$ cat src/rtl/zbgp_pkg.sv
// Shared constants and the group record type for the zero-byte group packer.
package zbgp_pkg;

   localparam int GROUP_BYTES_DEF = 8;
   localparam int MAX_GROUP_BYTES = 8;
   localparam int SLOT_W          = $clog2(MAX_GROUP_BYTES);
   localparam int COUNT_W         = $clog2(MAX_GROUP_BYTES + 1);
   localparam int QUEUE_DEPTH     = 2;

   // One finished group, handed from the gatherer to the emitter.
   typedef struct packed {
      logic [7:0]                          zero_map;
      logic [MAX_GROUP_BYTES-1:0][7:0]     bytes;
      logic [COUNT_W-1:0]                  nz_count;
      logic                                fill;
      logic [7:0]                          fill_byte;
      logic                                stream_end;
   } zbgp_group_type;

endpackage

$ cat src/rtl/zbgp_front.sv
// Gatherer: collects incoming bytes into a group and hands each closed group on.
module zbgp_front #(
   parameter int GROUP_BYTES = zbgp_pkg::GROUP_BYTES_DEF
) (
   input  logic                     clock,
   input  logic                     reset,
   input  logic                     accept,
   input  logic [7:0]               data_byte,
   input  logic                     stream_end,
   output logic                     grp_push,
   output zbgp_pkg::zbgp_group_type grp_data
);
   import zbgp_pkg::*;

   localparam int IDX_W = $clog2(GROUP_BYTES);
   localparam int CNT_W = $clog2(GROUP_BYTES + 1);

   logic [GROUP_BYTES-1:0] map_ff, map_in, map_next;
   logic [CNT_W-1:0]       pos_ff, pos_in, pos_next;
   logic [CNT_W-1:0]       cnt_ff, cnt_in, cnt_next;
   logic [7:0]             store_ff [GROUP_BYTES];
   logic                   nonzero;
   logic                   complete;

   always_comb begin
      nonzero  = |data_byte;
      pos_next = pos_ff + 1'b1;
      cnt_next = cnt_ff + CNT_W'(nonzero);
      map_next = map_ff | (GROUP_BYTES'(nonzero) << pos_ff[IDX_W-1:0]);
      complete = stream_end || (pos_next == CNT_W'(GROUP_BYTES));
      grp_push = accept && complete;

      grp_data            = '0;
      grp_data.zero_map   = 8'(map_next);
      for (int i = 0; i < GROUP_BYTES; i++) begin
         // bypass the byte arriving now into its slot
         if (nonzero && (cnt_ff == CNT_W'(i))) begin
            grp_data.bytes[i] = data_byte;
         end else begin
            grp_data.bytes[i] = store_ff[i];
         end
      end
      grp_data.nz_count   = COUNT_W'(cnt_next);
      grp_data.fill       = stream_end && (pos_next != CNT_W'(GROUP_BYTES));
      grp_data.fill_byte  = 8'(GROUP_BYTES) - 8'(pos_next);
      grp_data.stream_end = stream_end;

      map_in = map_ff;
      pos_in = pos_ff;
      cnt_in = cnt_ff;
      if (accept) begin
         if (complete) begin
            map_in = '0;
            pos_in = '0;
            cnt_in = '0;
         end else begin
            map_in = map_next;
            pos_in = pos_next;
            cnt_in = cnt_next;
         end
      end
   end

   always_ff @(posedge clock) begin
      if (reset) begin
         map_ff <= '0;
         pos_ff <= '0;
         cnt_ff <= '0;
      end else begin
         map_ff <= map_in;
         pos_ff <= pos_in;
         cnt_ff <= cnt_in;
      end
   end

   always_ff @(posedge clock) begin
      if (accept && nonzero) begin
         store_ff[cnt_ff[IDX_W-1:0]] <= data_byte;
      end
   end

endmodule

$ cat src/rtl/zbgp_queue.sv
// Short queue of closed groups between the gatherer and the emitter.
module zbgp_queue #(
   parameter int DEPTH = zbgp_pkg::QUEUE_DEPTH
) (
   input  logic                     clock,
   input  logic                     reset,
   input  logic                     push,
   input  zbgp_pkg::zbgp_group_type push_data,
   output logic                     full,
   input  logic                     pop,
   output logic                     head_valid,
   output zbgp_pkg::zbgp_group_type head
);
   import zbgp_pkg::*;

   localparam int PTR_W = $clog2(DEPTH);
   localparam int CNT_W = $clog2(DEPTH + 1);

   zbgp_group_type   entries_ff [DEPTH];
   logic [PTR_W-1:0] wr_ptr_ff, wr_ptr_in;
   logic [PTR_W-1:0] rd_ptr_ff, rd_ptr_in;
   logic [CNT_W-1:0] count_ff, count_in;
   logic             do_push, do_pop;

   always_comb begin
      full       = (count_ff == CNT_W'(DEPTH));
      head_valid = (count_ff != '0);
      head       = entries_ff[rd_ptr_ff];
      do_push    = push && !full;
      do_pop     = pop && head_valid;

      wr_ptr_in = wr_ptr_ff;
      if (do_push) begin
         wr_ptr_in = (wr_ptr_ff == PTR_W'(DEPTH - 1)) ? '0 : wr_ptr_ff + 1'b1;
      end
      rd_ptr_in = rd_ptr_ff;
      if (do_pop) begin
         rd_ptr_in = (rd_ptr_ff == PTR_W'(DEPTH - 1)) ? '0 : rd_ptr_ff + 1'b1;
      end
      count_in = count_ff + CNT_W'(do_push) - CNT_W'(do_pop);
   end

   always_ff @(posedge clock) begin
      if (reset) begin
         wr_ptr_ff <= '0;
         rd_ptr_ff <= '0;
         count_ff  <= '0;
      end else begin
         wr_ptr_ff <= wr_ptr_in;
         rd_ptr_ff <= rd_ptr_in;
         count_ff  <= count_in;
      end
   end

   always_ff @(posedge clock) begin
      if (do_push) begin
         entries_ff[wr_ptr_ff] <= push_data;
      end
   end

endmodule

$ cat src/rtl/zbgp_back.sv
// Emitter: walks one group record and drives packed bytes into the output register.
module zbgp_back (
   input  logic                     clock,
   input  logic                     reset,
   input  logic                     head_valid,
   input  zbgp_pkg::zbgp_group_type head,
   output logic                     head_pop,
   input  logic                     out_pop,
   output logic                     out_valid,
   output logic [7:0]               out_byte,
   output logic                     out_run_last,
   output logic                     out_packet_last
);
   import zbgp_pkg::*;

   logic [COUNT_W-1:0] k_ff, k_in;
   logic               valid_ff, valid_in;
   logic [7:0]         byte_ff;
   logic               run_last_ff;
   logic               pkt_last_ff;
   logic               advance;
   logic [7:0]         sel_byte;
   logic               sel_last;
   logic [SLOT_W-1:0]  slot;

   always_comb begin
      advance = head_valid && (!valid_ff || out_pop);
      slot    = SLOT_W'(k_ff - 1'b1);

      // element 0 is the bitmap, then the nonzero bytes, then the fill byte
      priority if (k_ff == '0) begin
         sel_byte = head.zero_map;
         sel_last = !head.fill && (head.nz_count == '0);
      end else if (k_ff <= head.nz_count) begin
         sel_byte = head.bytes[slot];
         sel_last = !head.fill && (k_ff == head.nz_count);
      end else begin
         sel_byte = head.fill_byte;
         sel_last = 1'b1;
      end

      head_pop = advance && sel_last;

      k_in = k_ff;
      if (advance) begin
         k_in = sel_last ? '0 : k_ff + 1'b1;
      end
      valid_in = advance || (valid_ff && !out_pop);

      out_valid       = valid_ff;
      out_byte        = byte_ff;
      out_run_last    = run_last_ff;
      out_packet_last = pkt_last_ff;
   end

   always_ff @(posedge clock) begin
      if (reset) begin
         k_ff     <= '0;
         valid_ff <= 1'b0;
      end else begin
         k_ff     <= k_in;
         valid_ff <= valid_in;
      end
   end

   always_ff @(posedge clock) begin
      if (advance) begin
         byte_ff     <= sel_byte;
         run_last_ff <= sel_last;
         pkt_last_ff <= sel_last && head.stream_end;
      end
   end

endmodule

$ cat src/rtl/zero_byte_group_packer_core.sv
// Top level of the zero-byte group packer: gatherer, group queue and emitter.
//
//   channel   ports                                            direction
//   request   req_push, req_full, req_data_byte,
//             req_stream_end                                  in (queue write side)
//   result    rsp_empty, rsp_pop, rsp_out_byte,
//             rsp_run_last, rsp_packet_last                   out (queue read side)
//
// Each request byte is taken while req_full is low; a byte that closes a group (group
// full or stream_end) writes a group record into a two-entry queue that cycle.
// The emitter sends one packed byte per cycle from the queue head unless rsp_pop
// stalls it: bitmap, the nonzero bytes, then a fill byte when the stream ends short,
// at most GROUP_BYTES+1 results a group. Under steady pop the emitter sets the pace:
// GROUP_BYTES+1 results per full nonzero group, up to three for a one-byte stream.
// The closing byte writes its group record into the queue; once it is at the head,
// the emitter registers the record's first result in its output register.
// req_full is high while the group queue holds two records; rsp_pop low stalls
// only the emitter, the gatherer keeps filling until the queue is full.
// Synchronous active-high reset empties queue and output, clears the group.
module zero_byte_group_packer_core #(
   parameter int GROUP_BYTES = zbgp_pkg::GROUP_BYTES_DEF
) (
   input  logic       clock,
   input  logic       reset,
   input  logic       req_push,
   output logic       req_full,
   input  logic [7:0] req_data_byte,
   input  logic       req_stream_end,
   output logic       rsp_empty,
   input  logic       rsp_pop,
   output logic [7:0] rsp_out_byte,
   output logic       rsp_run_last,
   output logic       rsp_packet_last
);
   import zbgp_pkg::*;

   logic           req_accept;
   logic           grp_push;
   zbgp_group_type grp_data;
   logic           q_full;
   logic           q_head_valid;
   zbgp_group_type q_head;
   logic           q_pop;
   logic           out_valid;

   // request taken whenever the queue has room for a possible closing byte
   assign req_full   = q_full;
   assign req_accept = req_push && !q_full;
   assign rsp_empty  = !out_valid;

   zbgp_front #(
      .GROUP_BYTES(GROUP_BYTES)
   ) u_front (
      .clock      (clock),
      .reset      (reset),
      .accept     (req_accept),
      .data_byte  (req_data_byte),
      .stream_end (req_stream_end),
      .grp_push   (grp_push),
      .grp_data   (grp_data)
   );

   zbgp_queue #(
      .DEPTH(QUEUE_DEPTH)
   ) u_queue (
      .clock      (clock),
      .reset      (reset),
      .push       (grp_push),
      .push_data  (grp_data),
      .full       (q_full),
      .pop        (q_pop),
      .head_valid (q_head_valid),
      .head       (q_head)
   );

   // emitter holds one result in its output register; pop frees it same cycle
   zbgp_back u_back (
      .clock           (clock),
      .reset           (reset),
      .head_valid      (q_head_valid),
      .head            (q_head),
      .head_pop        (q_pop),
      .out_pop         (rsp_pop),
      .out_valid       (out_valid),
      .out_byte        (rsp_out_byte),
      .out_run_last    (rsp_run_last),
      .out_packet_last (rsp_packet_last)
   );

endmodule

$ cat config.mk
export PLATFORM = sky130hd
export DESIGN_NAME = zero_byte_group_packer_core
export DESIGN_NICKNAME = d
export VERILOG_FILES = /design/src/rtl/zbgp_pkg.sv /design/src/rtl/zbgp_front.sv /design/src/rtl/zbgp_queue.sv /design/src/rtl/zbgp_back.sv /design/src/rtl/zero_byte_group_packer_core.sv
export SDC_FILE = /design/constraint.sdc
export NUM_CORES = 1
export LEC_CHECK = 0
export BUFFER_PORTS_ARGS = -buffer_cell sky130_fd_sc_hd__buf_2
export CORE_ASPECT_RATIO = 0.6
export CORE_MARGIN = 2
export CORE_UTILIZATION = 45
export CTS_BUF_LIST = sky130_fd_sc_hd__clkbuf_4 sky130_fd_sc_hd__clkbuf_8
export CTS_CLUSTER_DIAMETER = 150
export DETAILED_ROUTE_END_ITERATION = 16
export GPL_TIMING_DRIVEN = 0
export PLACE_DENSITY = 0.64
export SYNTH_ARGS = -nofsm -noshare
export SYNTH_HDL_FRONTEND = slang
export SYNTH_SLANG_ARGS = --single-unit
$ cat constraint.sdc
create_clock -name clock -period 11.7 [get_ports clock]
set_clock_uncertainty 0.15 [all_clocks]
set_input_delay 0.585 -clock clock [delete_from_list [all_inputs] [get_ports clock]]
set_output_delay 0.585 -clock clock [all_outputs]
set_load 0.05 [all_outputs]
# After elaboration in Yosys (flattened, before gate mapping)
# Memories as Yosys holds them, arrays and structs flattened. A register that Yosys moved wholly into a read port is not among the register bits.
# Index checks and enable logic that the tools add are counted.
op_classes:
  eq_ne: 11
  shifts: 1
  bitwise_logic: 1
  magnitude_cmp: 2
  mux: 26
  add_sub_neg: 9
  reduce_logical: 32
op_table:
  columns: ["operator", "count"]
  rows:
  - ["two-way mux 8 bit", 12]
  - ["binary-select mux 8 bit (select 3 bit)", 1]
  - ["logical AND 1 bit", 20]
  - ["equality test 4 x 3 -> 1 bit (second input constant)", 4]
  - ["logical NOT 4 bit", 3]
  - ["two-way mux 4 bit", 3]
  - ["two-way mux 1 bit", 10]
  - ["adder 4 x 1 -> 4 bit (second input constant)", 2]
  - ["equality test 4 x 2 -> 1 bit (second input constant)", 2]
  - ["bitwise OR 8 bit", 1]
  - ["OR reduction 8 bit", 1]
  - ["<< shifter 1 x 3 -> 8 bit", 1]
  - ["subtractor 4 x 4 -> 5 bit (first input constant)", 1]
  - ["adder 4 x 1 -> 4 bit", 1]
  - ["equality test 4 x 1 -> 1 bit (second input constant)", 1]
  - ["equality test 4 bit", 1]
  - ["equality test 4 bit (second input constant)", 1]
  - ["<= comparator 4 bit", 1]
  - ["logical NOT 1 bit", 4]
  - ["less-than comparator 3 x 4 -> 1 bit (second input constant)", 1]
  - ["inequality test 4 bit (second input constant)", 1]
  - ["logical OR 1 bit", 3]
  - ["subtractor 3 x 1 -> 3 bit (second input constant)", 1]
  - ["adder 1 bit (second input constant)", 2]
  - ["other kinds (4)", 4]
word_totals:
  n_memories: 2
  mem_bits_rw: 236
  output_inout_bits: 12
  inputBits: 13
  ff_bits: 35
  wordCells: 95
memory_table:
  columns: ["name", "depth", "word_bits", "rd", "rd_ports_with_merged_regs", "write_ports", "line_no", "source"]
  rows:
  - ["u_queue.entries_ff", 2, 86, 1, 1, 1, "zbgp_queue.sv:19", "zbgp_group_type entries_ff [DEPTH];"]
  - ["u_front.store_ff", 8, 8, 8, 0, 1, "zbgp_front.sv:21", "logic [7:0] store_ff [GROUP_BYTES];"]

# Depth between registers and ports, before layout
# Gate-level depths: netlist (run 1).
logic_depth:
  ltp_word: 8
  depth_mapped: 16
  depth_no_buf: 13

# Hierarchy
# Synthesis (run 1) repeated with hierarchy kept, for this count alone.
unflattened:
  cells_unflattened: 712
  hier_area_um2: 12290.5
modules_own_cells:
  columns: ["module", "cells_each", "n_inst", "area_each_um2"]
  rows:
  - ["zbgp_queue", 295, 1, 6645.1]
  - ["zbgp_front", 294, 1, 4187.8]
  - ["zbgp_back", 121, 1, 1440.1]
  - ["zero_byte_group_packer_core", 2, 1, 17.5]

# Least setup slack after synthesis (run 1)
# No wires, ideal clock.
synth_timing:
  path_kind: "input to register"
  from: "in req_push"
  to: "mem u_queue.entries_ff[0][0] in the netlist's numbering, enable pin"
  setup_slack_ns: 6.390
  required_ns: 11.025
  arrival_ns: 4.635
  n_path_buf: 1
  path_stages: 4
  setup_time_ns: 0.525
  cell_sequence: "and2_1 -> clkbuf_1 -> o21ai_1 -> nor2_1"
synth_via:
  elab_chain_cells: 5
synth_lines:
  columns: ["item", "line_no", "source"]
  rows:
  - ["start, declared", "zero_byte_group_packer_core.sv:25", "input logic req_push,"]
  - ["logical AND 1 bit", "zero_byte_group_packer_core.sv:48", "assign req_accept = req_push && !q_full;"]
  - ["logical AND 1 bit", "zbgp_front.sv:31", "grp_push = accept && complete;"]
  - ["logical AND 1 bit", "zbgp_queue.sv:29", "do_push = push && !full;"]
  - ["two-way mux 1 bit", "zbgp_queue.sv:56", "if (do_push) begin"]
  - ["two-way mux 1 bit (not written as such)", "zbgp_queue.sv:57", "entries_ff[wr_ptr_ff] <= push_data;"]
  - ["end, declared", "zbgp_queue.sv:19", null]
# Every way passes these cells.

# Final worst setup path (run 1)
layout_timing:
  from: "reg u_back.k_ff[0]"
  to: "reg u_queue.count_ff[1]"
layout_via:
  elab_chain_cells: 7
  elab_cells_between_ends: 9
  cone_classes: "add/sub: 1; order compare: 1; eq/ne: 1; mux: 2; reduce/logical: 4"
layout_lines:
  columns: ["item", "line_no", "source"]
  rows:
  - ["start, declared", "zbgp_back.sv:16", "logic [COUNT_W-1:0] k_ff, k_in;"]
  - ["start signal, assigned", "zbgp_back.sv:61", "k_ff <= k_in;"]
  - ["parallel branches: the longest is 3 deep, another holds <= comparator 4 bit", null, null]
  - ["two-way mux 1 bit (*)", "zbgp_back.sv:31", "priority if (k_ff == '0) begin"]
  - ["logical AND 1 bit (*)", "zbgp_back.sv:42", "head_pop = advance && sel_last;"]
  - ["logical AND 1 bit (*)", "zbgp_queue.sv:30", "do_pop = pop && head_valid;"]
  - ["net u_queue.do_pop", "zbgp_queue.sv:23", "logic do_push, do_pop;"]
  - ["subtractor 2 x 1 -> 2 bit (*)", "zbgp_queue.sv:40", "count_in = count_ff + CNT_W'(do_push) - CNT_W'(do_pop);"]
  - ["end signal, assigned", "zbgp_queue.sv:51", "count_ff <= count_in;"]
  - ["end, declared", "zbgp_queue.sv:22", "logic [CNT_W-1:0] count_ff, count_in;"]
# Mark *: on every way through the listed nets, which the timed path passes.
# A chain may end at the register's enable or synchronous reset.

==> results.yml, run 1 <==
logic_synthesis:
  synth_xor_area_frac: 0.00785
  ys.flop_type: "edfxtp_1"
  synthTopCellsByArea: "edfxtp_1, mux2_2, mux4_2"
  yosysTopAreaCell: "edfxtp_1"
  synth-edff-count: 240
  synthArstFlopShare: 0
  ys_ff_latch: 266
  synth_top_area_frac: 0.656
  yosysWarnings: 0
  synthAdderAreaFrac: 0.0125
  synth_nets: 655
  synth_top_family_by_area: "multiplexers"
  synth_compound_area_frac: 0.0393
  synth_area_um2: 11000
  muxShareOfSynthArea: 0.166
  synth_seq_area_share: 0.703
  synthCells: 631
  synth-simple-area-share: 0.0549
  synth_cell_types: 52
  avgSynthCellArea_um2: 17.4
drt:
  detail_route.iter0.violations: 541
  viasPerCell: 5.60
  via_count: 5905
  drtAntennaViolNets: 0
  dr.pass1.iters: 5
  drcViolationCount: 0
  wl_per_cell_um: 22.2
  wl_mm: 23.4
cells_and_area:
  fin_nets: 729
  regArea_um2: 7730
  diodes: 0
  drive_above_1_share: 0.325
  num-fill-cells: 1967
  syn_to_final_growth_pct: 13.3
  multi_input_area_um2: 3120
cts:
  cts_made_buffers: 39
  clock_sinks: 266
  clk_pin_slew_ps: 70
  cts_tree: "done"
  cts_setup_buffers: 0
  cts_resized: 0
  cts_root_buf: "clkbuf_8"
  htreeDepth: 2
  clockBufferDepth: 3
  worstSkewPairLatency_ps: 530
  postCtsHoldBufs: 0
global_route:
  grt_usage: 0.190
  grt_max_degree: 31
  antenna_found_initial: 0
  grt_pass1_wl_mm: 36.4
  grt_pass1_vias: 6202
  overflow: 0
run_status:
  outcome: "completed"
setup_path:
  worstSetupPathType: "reg2reg"
  required_ps: 11940
  endpoint_kind: "register"
  crit_fanout: 10
  arrival_ps: 4320
  cp-start-kind: "register"
place:
  hpwl_mm: 15.7
  io_buffers: 23
  pre_cts_ws_ps: 7680
  gp_congestion: 0.787
power_and_ir_drop:
  power_leakage_nw: 4.13
  peakVddDrop_v: 0.0000898
  powerDensity_nw_per_um2: 162
sta:
  setup_violations: 0
  relSlewSlack: 0.118
  min_period_over_period: 0.348
  tightestPinTransition_ps: 1310
  max_freq_mhz: 245
  hold_viol_final: 0
  tns_ps: 0
  layout_setup_ws_ps: 7630
  grt_setup_unrepaired: "false"
  fin_hold_ws_ps: 194
  drv_slew: 0
  fin_crit_ps: 4070
die:
  start_util: 0.456
  num_rows: 44
  io-pin-count: 25
  die_h_um: 125
  die-width_um: 206
  core_area_um2: 24100
  dieArea_um2: 25700
job:
  drv_cap: 0
hold_path:
  hold_class: "in2reg"
-- synth_stat cells, types with 2 or more instances --
cell type  instances
edfxtp_1         240
mux2_2            81
nor2_1            33
mux4_2            32
dfxtp_1           26
mux2i_1           18
nand2_1           15
clkbuf_1          14
inv_1             12
nor3_1            12
ha_1              11
a211oi_1           9
a21oi_1            9
nand3_1            8
o21ai_0            8
a21o_1             7
a31oi_1            7
nand2b_1           7
a22oi_1            6
buf_2              6
buf_4              6
nor2b_1            6
xnor2_1            6
nand4_1            5
nor4_1             5
o22ai_1            4
and2_1             3
nand3b_1           3
a31o_2             2
a41oi_1            2
nor2_4             2
nor3b_1            2
o211ai_1           2
o21a_1             2
o21ai_1            2
xor2_1             2
-- final cells by class --
type	instances	share of cell area
Sequential cell	266	0.621
Buffer	27	0.0106
Inverter	13	0.00412
Clock buffer	58	0.0556
Clock inverter	11	0.00342
Timing Repair Buffer	33	0.0225
Multi-Input combinational cell	325	0.251
Tap cell	322	0.0324
-- kinds of logic (layout without fill, tap and decap cells) --
group                      Yosys count  after routing
DFF                                266            266
muxes                              132            132
and+or+nand+nor                    109            109
AOI/OAI and AO/OA                   64             64
buffers and inverters               40            142
adders and majority gates           11             11
xor gates and xnor gates             9              9
-- cells in the final DEF (no fill, tap or decap), drive strengths merged, types with 2 or more instances in the layout --
cell type / synthesis / final
edfxtp: 240 / 240
mux2: 82 / 82
clkbuf: 14 / 72
buf: 13 / 46
nor2: 36 / 36
mux4: 32 / 32
dfxtp: 26 / 26
mux2i: 18 / 18
nand2: 15 / 15
nor3: 14 / 14
inv: 13 / 13
ha: 11 / 11
clkinv: 0 / 11
o21ai: 11 / 11
a21oi: 10 / 10
a211oi: 9 / 9
nand3: 8 / 8
nand2b: 7 / 7
a21o: 7 / 7
a31oi: 7 / 7
nor2b: 6 / 6
xnor2: 6 / 6
a22oi: 6 / 6
nor4: 6 / 6
nand4: 5 / 5
o22ai: 4 / 4
nand3b: 4 / 4
and2: 3 / 3
xor2: 3 / 3
o21a: 2 / 2
nor3b: 2 / 2
o211ai: 2 / 2
a31o: 2 / 2
a41oi: 2 / 2
-- per-stage QoR --
| step | util | instance area (um2) | power [mW] | cells |
|---|---|---|---|---|
| global placement | 0.477 | 11500 | 1.32 | 976 |
| CTS | 0.516 | 12500 | 2.04 | 1055 |
| finish | 0.516 | 12500 | 2.02 | 1055 |
| detailed placement | 0.486 | 11700 | 1.33 | 986 |
| global route | 0.516 | 12500 | 2.10 | 1055 |
| floorplan | - | 11000 | 1.25 | 631 |
-- metal layers --
layer / part of all wire / GRT usage / vias up
met4: 0.013 / 0.0445 / 0
met1: 0.47 / 0.286 / 3052
met5: 0 / 0 / -
met3: 0.073 / 0.0503 / 28
met2: 0.44 / 0.278 / 180
li1: - / - / 2645
-- final timing paths --
kind,start,endpoint,slack (ps),cells after the start
max,u_back.k_ff[0],u_queue.count_ff[1],7630,16
min,req_stream_end,u_queue.entries_ff[0][0],190,1
max reg2reg,u_back.k_ff[0],u_queue.count_ff[1],7630,16
min reg2reg,u_front.map_ff[4],u_front.map_ff[4],330,2
-- critical path, stage by stage (launching register included) --
cell and delay (ps):
dfxtp_1 330, buf_2 290, buf_2 370, buf_2 390, inv_1 150, ha_1 280, or3b_2 210, clkbuf_1 270
o21a_1 190, o21ai_2 130, a21oi_2 270, ha_1 280, inv_1 60, ha_1 160, xor2_1 210, xnor2_1 140
nor2_1 50
-- where the power goes --
part | total, mW | internal, mW | switching (mW) | leakage, nW
registers | 1.09 | 1.08 | 0.0108 | 2.41
clock network | 0.713 | 0.377 | 0.336 | 0.393
logic | 0.220 | 0.0772 | 0.143 | 1.33
total | 2.02 | 1.53 | 0.490 | 4.13
-- state kept, by name, indices dropped and copies added (netlist names), 2 cells and up, named ones only --
signal	cells
u_front.map_ff	8
u_front.store_ff	64
u_queue.entries_ff	166
u_front.pos_ff	4
u_queue.count_ff	2
u_back.out_byte	8
u_back.k_ff	4
u_front.cnt_ff	4
(Power assumes the default switching activity.)
==> run 2: changes to the inputs <==
Clock period 11.7 ns to 3.85 ns, I/O delays scaled along.
==> run 2 against run 1 <==
- critical endpoint unchanged
- largest cell class unchanged
- worst setup slack lost 7400 ps
- worst hold slack got worse by 170 ps
- final cell count grew 1.0%
- sequential share of layout area decreased by 0.71 points
- clock power rose to 3.0 times the previous value
- routed wire length is 0.89% higher
- register-to-register slack worse by 7400 ps
- first-iteration DRC count is 12% higher
- global-route usage barely moved
==> results.yml, run 2 (synthesized netlist as in run 1, its figures left out) <==
place:
  io_buffers: 23
  place_area_um2: 11700
  dp_cells: 986
  hpwl_mm: 15.7
  gp_congestion: 0.787
sta:
  tightestPinTransition_ps: 1290
  grt_setup_unrepaired: "false"
  fin_crit_ps: 3640
  max_freq_mhz: 275
  min_period_over_period: 0.945
  relSlewSlack: 0.134
  hold_viol_final: 0
  setup_violations: 0
  fin_hold_ws_ps: 28.5
  drv_slew: 0
cells_and_area:
  largest_reg_flops: 166
  instances_no_fill: 1066
  syn_to_final_growth_pct: 14.6
  diodes: 0
  regMostFlops: "u_queue.entries_ff"
  fin_nets: 740
  fin_util: 0.522
  mostFrequentLayoutCells: "edfxtp_1, mux2_2, clkbuf_8, mux4_2, nor2_1"
  drive_above_1_share: 0.321
  layout_commonest_cell: "edfxtp_1"
  fin_area_um2: 12600
drt:
  wl_mm: 23.6
  dr.pass1.iters: 5
  via_count: 6000
  viasPerCell: 5.63
  wl_per_cell_um: 22.2
  detail_route.iter0.violations: 604
  drcViolationCount: 0
  drtAntennaViolNets: 0
setup_path:
  cp-start-kind: "register"
  worstSetupPathType: "reg2reg"
  arrival_ps: 3890
  crit_fanout: 10
  endpoint_kind: "register"
  required_ps: 4100
job:
  drv_cap: 0
die:
  die_h_um: 125
  start_util: 0.456
  core_area_um2: 24100
  die-width_um: 206
  io-pin-count: 25
  dieArea_um2: 25700
  num_rows: 44
global_route:
  overflow: 0
  grt_usage: 0.191
  grt_pass1_wl_mm: 36.5
  antenna_found_initial: 0
  grt_max_degree: 31
  grt_pass1_vias: 6249
cts:
  htreeDepth: 2
  cts_made_buffers: 39
  cts_root_buf: "clkbuf_8"
  cts_tree: "done"
  cts_setup_buffers: 0
  clk_pin_slew_ps: 60
  clockBufferDepth: 3
  worstSkewPairLatency_ps: 530
  clock_sinks: 266
power_and_ir_drop:
  peakVddDrop_v: 0.000275
  power_leakage_nw: 4.19
  powerDensity_nw_per_um2: 489
hold_path:
  hold_class: "in2reg"
run_status:
  outcome: "completed"
run 2: cell count changes in the layout (fill, tap and decap cells not counted):
cell           delta
o21ai_2           -1
buf_2             -3
o21ai_4           +1
nor3b_1           -1
buf_4             +2
nor3b_2           +1
a21oi_2           -1
clkbuf_4          +1
dlygate4sd3_1    +12
a21oi_4           +1
clkbuf_1          -1
run 2: cell type report:
| cell class | instances | area [um2] |
|---|---|---|
| clock inverters | 11 | 42.5 |
| inverters | 13 | 51.3 |
| clock buffers | 58 | 692 |
| plain buffers | 26 | 135 |
| well taps | 322 | 403 |
| repair buffers | 45 | 400 |
| fillers | 1951 | 11500 |
| multi-input cells | 325 | 3140 |
| flip-flops and latches | 266 | 7730 |
run 2: worst paths after layout:
| kind | from | to | slack (ps) | cells past startpoint |
|---|---|---|---|---|
| worst max-delay path | u_back.k_ff[0] | u_queue.count_ff[1] | 210 | 14 |
| worst max register to register | u_back.k_ff[0] | u_queue.count_ff[1] | 210 | 14 |
| worst min-delay path | req_push | u_front.pos_ff[3] | 30 | 4 |
| worst min register to register | u_front.map_ff[4] | u_front.map_ff[4] | 330 | 2 |
run 2: layer usage:
layer | GRT usage | up-vias | wire, um
li1 | - | 2670 | -
met1 | 0.287 | 3080 | 11100
met2 | 0.281 | 220 | 10400
met3 | 0.0482 | 30 | 1800
met4 | 0.0445 | 0 | 308
met5 | 0 | - | 0
run 2: through the flow:
step | power (mW) | worst slack (ps) | setup TNS [ps]
2_1_floorplan | 3.80 | -1390 | -230710
3_3_place_gp | 4.00 | -3980 | -655070
3_5_place_dp | 4.03 | -170 | -170
4_1_cts | 6.21 | 25.1 | 0
5_1_grt | 6.39 | 57.6 | 0
6_report | 6.16 | 211 | 0
run 2: critical path, stage by stage (launching register included):
cell	delay, ps
dfxtp_1	310
clkbuf_4	220
buf_4	230
buf_4	220
inv_1	120
ha_1	250
nor3b_2	380
nand3_1	400
a21oi_4	320
ha_1	260
inv_1	60
ha_1	160
xor2_1	210
xnor2_1	140
nor2_1	50
run 2: power by group:
group          internal, mW  leakage, nW  switching, mW
combinational         0.247         1.39          0.437
sequential             3.27         2.41         0.0330
clock                  1.14        0.393           1.03
run 2: timing repair:
item / 4_1_cts / 5_1_grt
endpoints found under the setup margin: 1 / 1
gates resized for setup: 2 / 4
hold endpoints to repair: 76 / 0
cloned: 0 / 0
hold buffers: 12 / 0
==> run 3: changes to the inputs <==
Settings changed: RECOVER_POWER set to 25.
==> run 3 against run 2 <==
- final cell count is the same
- critical path type unchanged
- non-clock buffer count is the same
- critical path depth is the same
- count of clock-buffer cells in the layout is the same
- die area is the same
- sequential share of layout area grew 0.25 points
- clock power is essentially flat
- sequential power is essentially flat
- worst setup slack gained 3.1 ps
==> results.yml, run 3 (synthesized netlist as in run 1, its figures left out) <==
cells_and_area:
  syn_to_final_growth_pct: 14.1
  layout_commonest_cell: "edfxtp_1"
  diodes: 0
  instances_no_fill: 1066
  mostFrequentLayoutCells: "edfxtp_1, mux2_2, clkbuf_8, clkbuf_1, mux4_2"
  num-fill-cells: 1966
  regArea_um2: 7730
  regMostFlops: "u_queue.entries_ff"
  drive_above_1_share: 0.286
  largest_reg_flops: 166
  fin_nets: 740
  multi_input_area_um2: 3120
global_route:
  grt_max_degree: 31
  grt_usage: 0.191
  antenna_found_initial: 0
  grt_pass1_vias: 6249
  overflow: 0
  grt_pass1_wl_mm: 36.5
setup_path:
  arrival_ps: 3880
  critPathBufInv: 5
  crit_family: "buffers and inverters"
  reg2reg_from: "u_back.k_ff[0]"
  crit_fanout: 10
  worstSetupPathType: "reg2reg"
  crit_chain: "clkbuf_4 > buf_4 > buf_4 > inv_1 > ha_1 > nor3b_2 > nand3_1 > a21oi_4 > ha_1 > inv_1 > ha_1 > xor2_1 > xnor2_1 > nor2_1"
  required_ps: 4100
  crit_top_cell: "ha_1"
  endpoint_kind: "register"
  cp_slowest_stage_delay_ps: 400
  cp-start-kind: "register"
  crit_start: "u_back.k_ff[0]"
  cp_slowest_cell: "nand3_1"
cts:
  worstSkewPairLatency_ps: 530
  cts_root_buf: "clkbuf_8"
  clockBufferDepth: 3
  clock_sinks: 266
  cts_tree: "done"
  htreeDepth: 2
  cts_setup_buffers: 0
  clk_pin_slew_ps: 60
  cts_made_buffers: 39
power_and_ir_drop:
  peakVddDrop_v: 0.000274
  powerDensity_nw_per_um2: 490
  total_power_mw: 6.14
  power_leakage_nw: 4.12
die:
  dieArea_um2: 25700
  die-width_um: 206
  io-pin-count: 25
  start_util: 0.456
  die_h_um: 125
  core_area_um2: 24100
  num_rows: 44
drt:
  wl_mm: 23.6
  viasPerCell: 5.62
  dr.pass1.iters: 5
  drcViolationCount: 0
  drtAntennaViolNets: 0
  wl_per_cell_um: 22.1
  via_count: 5995
  detail_route.iter0.violations: 541
sta:
  drv_slew: 0
  fin_crit_ps: 3640
  grt_setup_unrepaired: "false"
  hold_viol_final: 0
  relSlewSlack: 0.122
  tightestPinTransition_ps: 1310
  max_freq_mhz: 275
  setup_violations: 0
  min_period_over_period: 0.945
hold_path:
  worstHoldStart: "req_push"
  hold_class: "in2reg"
place:
  dp_cells: 986
  hpwl_mm: 15.7
  gp_congestion: 0.787
  io_buffers: 23
job:
  drv_cap: 0
run_status:
  outcome: "completed"
[run 3: cell count changes in the layout (fill, tap and decap cells not counted), moves of 2 or more]
cell and delta:
nor4_1 +2, o21ai_0 +2, clkbuf_1 +23, nor4_2 -2, o21ai_1 -2, buf_2 -22
[run 3: power breakdown]
group / internal, mW / switching (mW)
logic: 0.240 / 0.436
clock network: 1.14 / 1.02
registers: 3.27 / 0.0333
[run 3: path summary, 6_finish.rpt]
| check | endpoint | slack (ps) | cells past startpoint |
|---|---|---|---|
| worst max register to register | u_queue.count_ff[1] | 210 | 14 |
| worst min register to register | u_front.map_ff[5] | 330 | 2 |
| worst min-delay path | u_front.pos_ff[3] | 40 | 4 |
| worst max-delay path | u_queue.count_ff[1] | 210 | 14 |
[run 3: routing by layer]
layer | track usage | wire length (um)
met1 | 0.287 | 11100
met2 | 0.281 | 10500
met3 | 0.0482 | 1690
met4 | 0.0445 | 271
met5 | 0 | 0
[run 3: worst reg2reg max path: cells and delay by family, from the launching register on]
kind / cells / cell delay, ps
AOI/OAI and AO/OA: 1 / 330
xor gates and xnor gates: 2 / 350
adders and majority gates: 3 / 680
buffers and inverters: 5 / 860
DFF: 1 / 310
and+or+nand+nor: 3 / 830
[run 3: timing repair]
item                                    4_1_cts  5_1_grt
cloned                                        0        0
hold buffers                                 12        0
endpoints found under the setup margin        1        1
endpoints found under the hold margin        76        0
resized for setup                             2        4
pin swaps                                     0        0
[run 3: per-stage QoR]
step / setup TNS (ps) / setup slack (ps) / util / cell area, um2 / hold slack (ps)
global route: 0 / 48.4 / 0.520 / 12500 / 86.2
finish: 0 / 214 / 0.520 / 12500 / 44.0
floorplan: -230710 / -1390 / - / 11000 / 141
global placement: -655070 / -3980 / 0.477 / 11500 / 300
CTS: 0 / 25.1 / 0.522 / 12600 / 16.0
detailed placement: -170 / -170 / 0.486 / 11700 / 312
[run 3: layout make-up]
class                   count  share of cell area
flip-flops and latches    266               0.616
repair buffers             45              0.0295
well taps                 322              0.0321
clock inverters            11             0.00339
multi-input cells         325               0.249
inverters                  13             0.00409
clock buffers              58              0.0552
plain buffers              26              0.0107
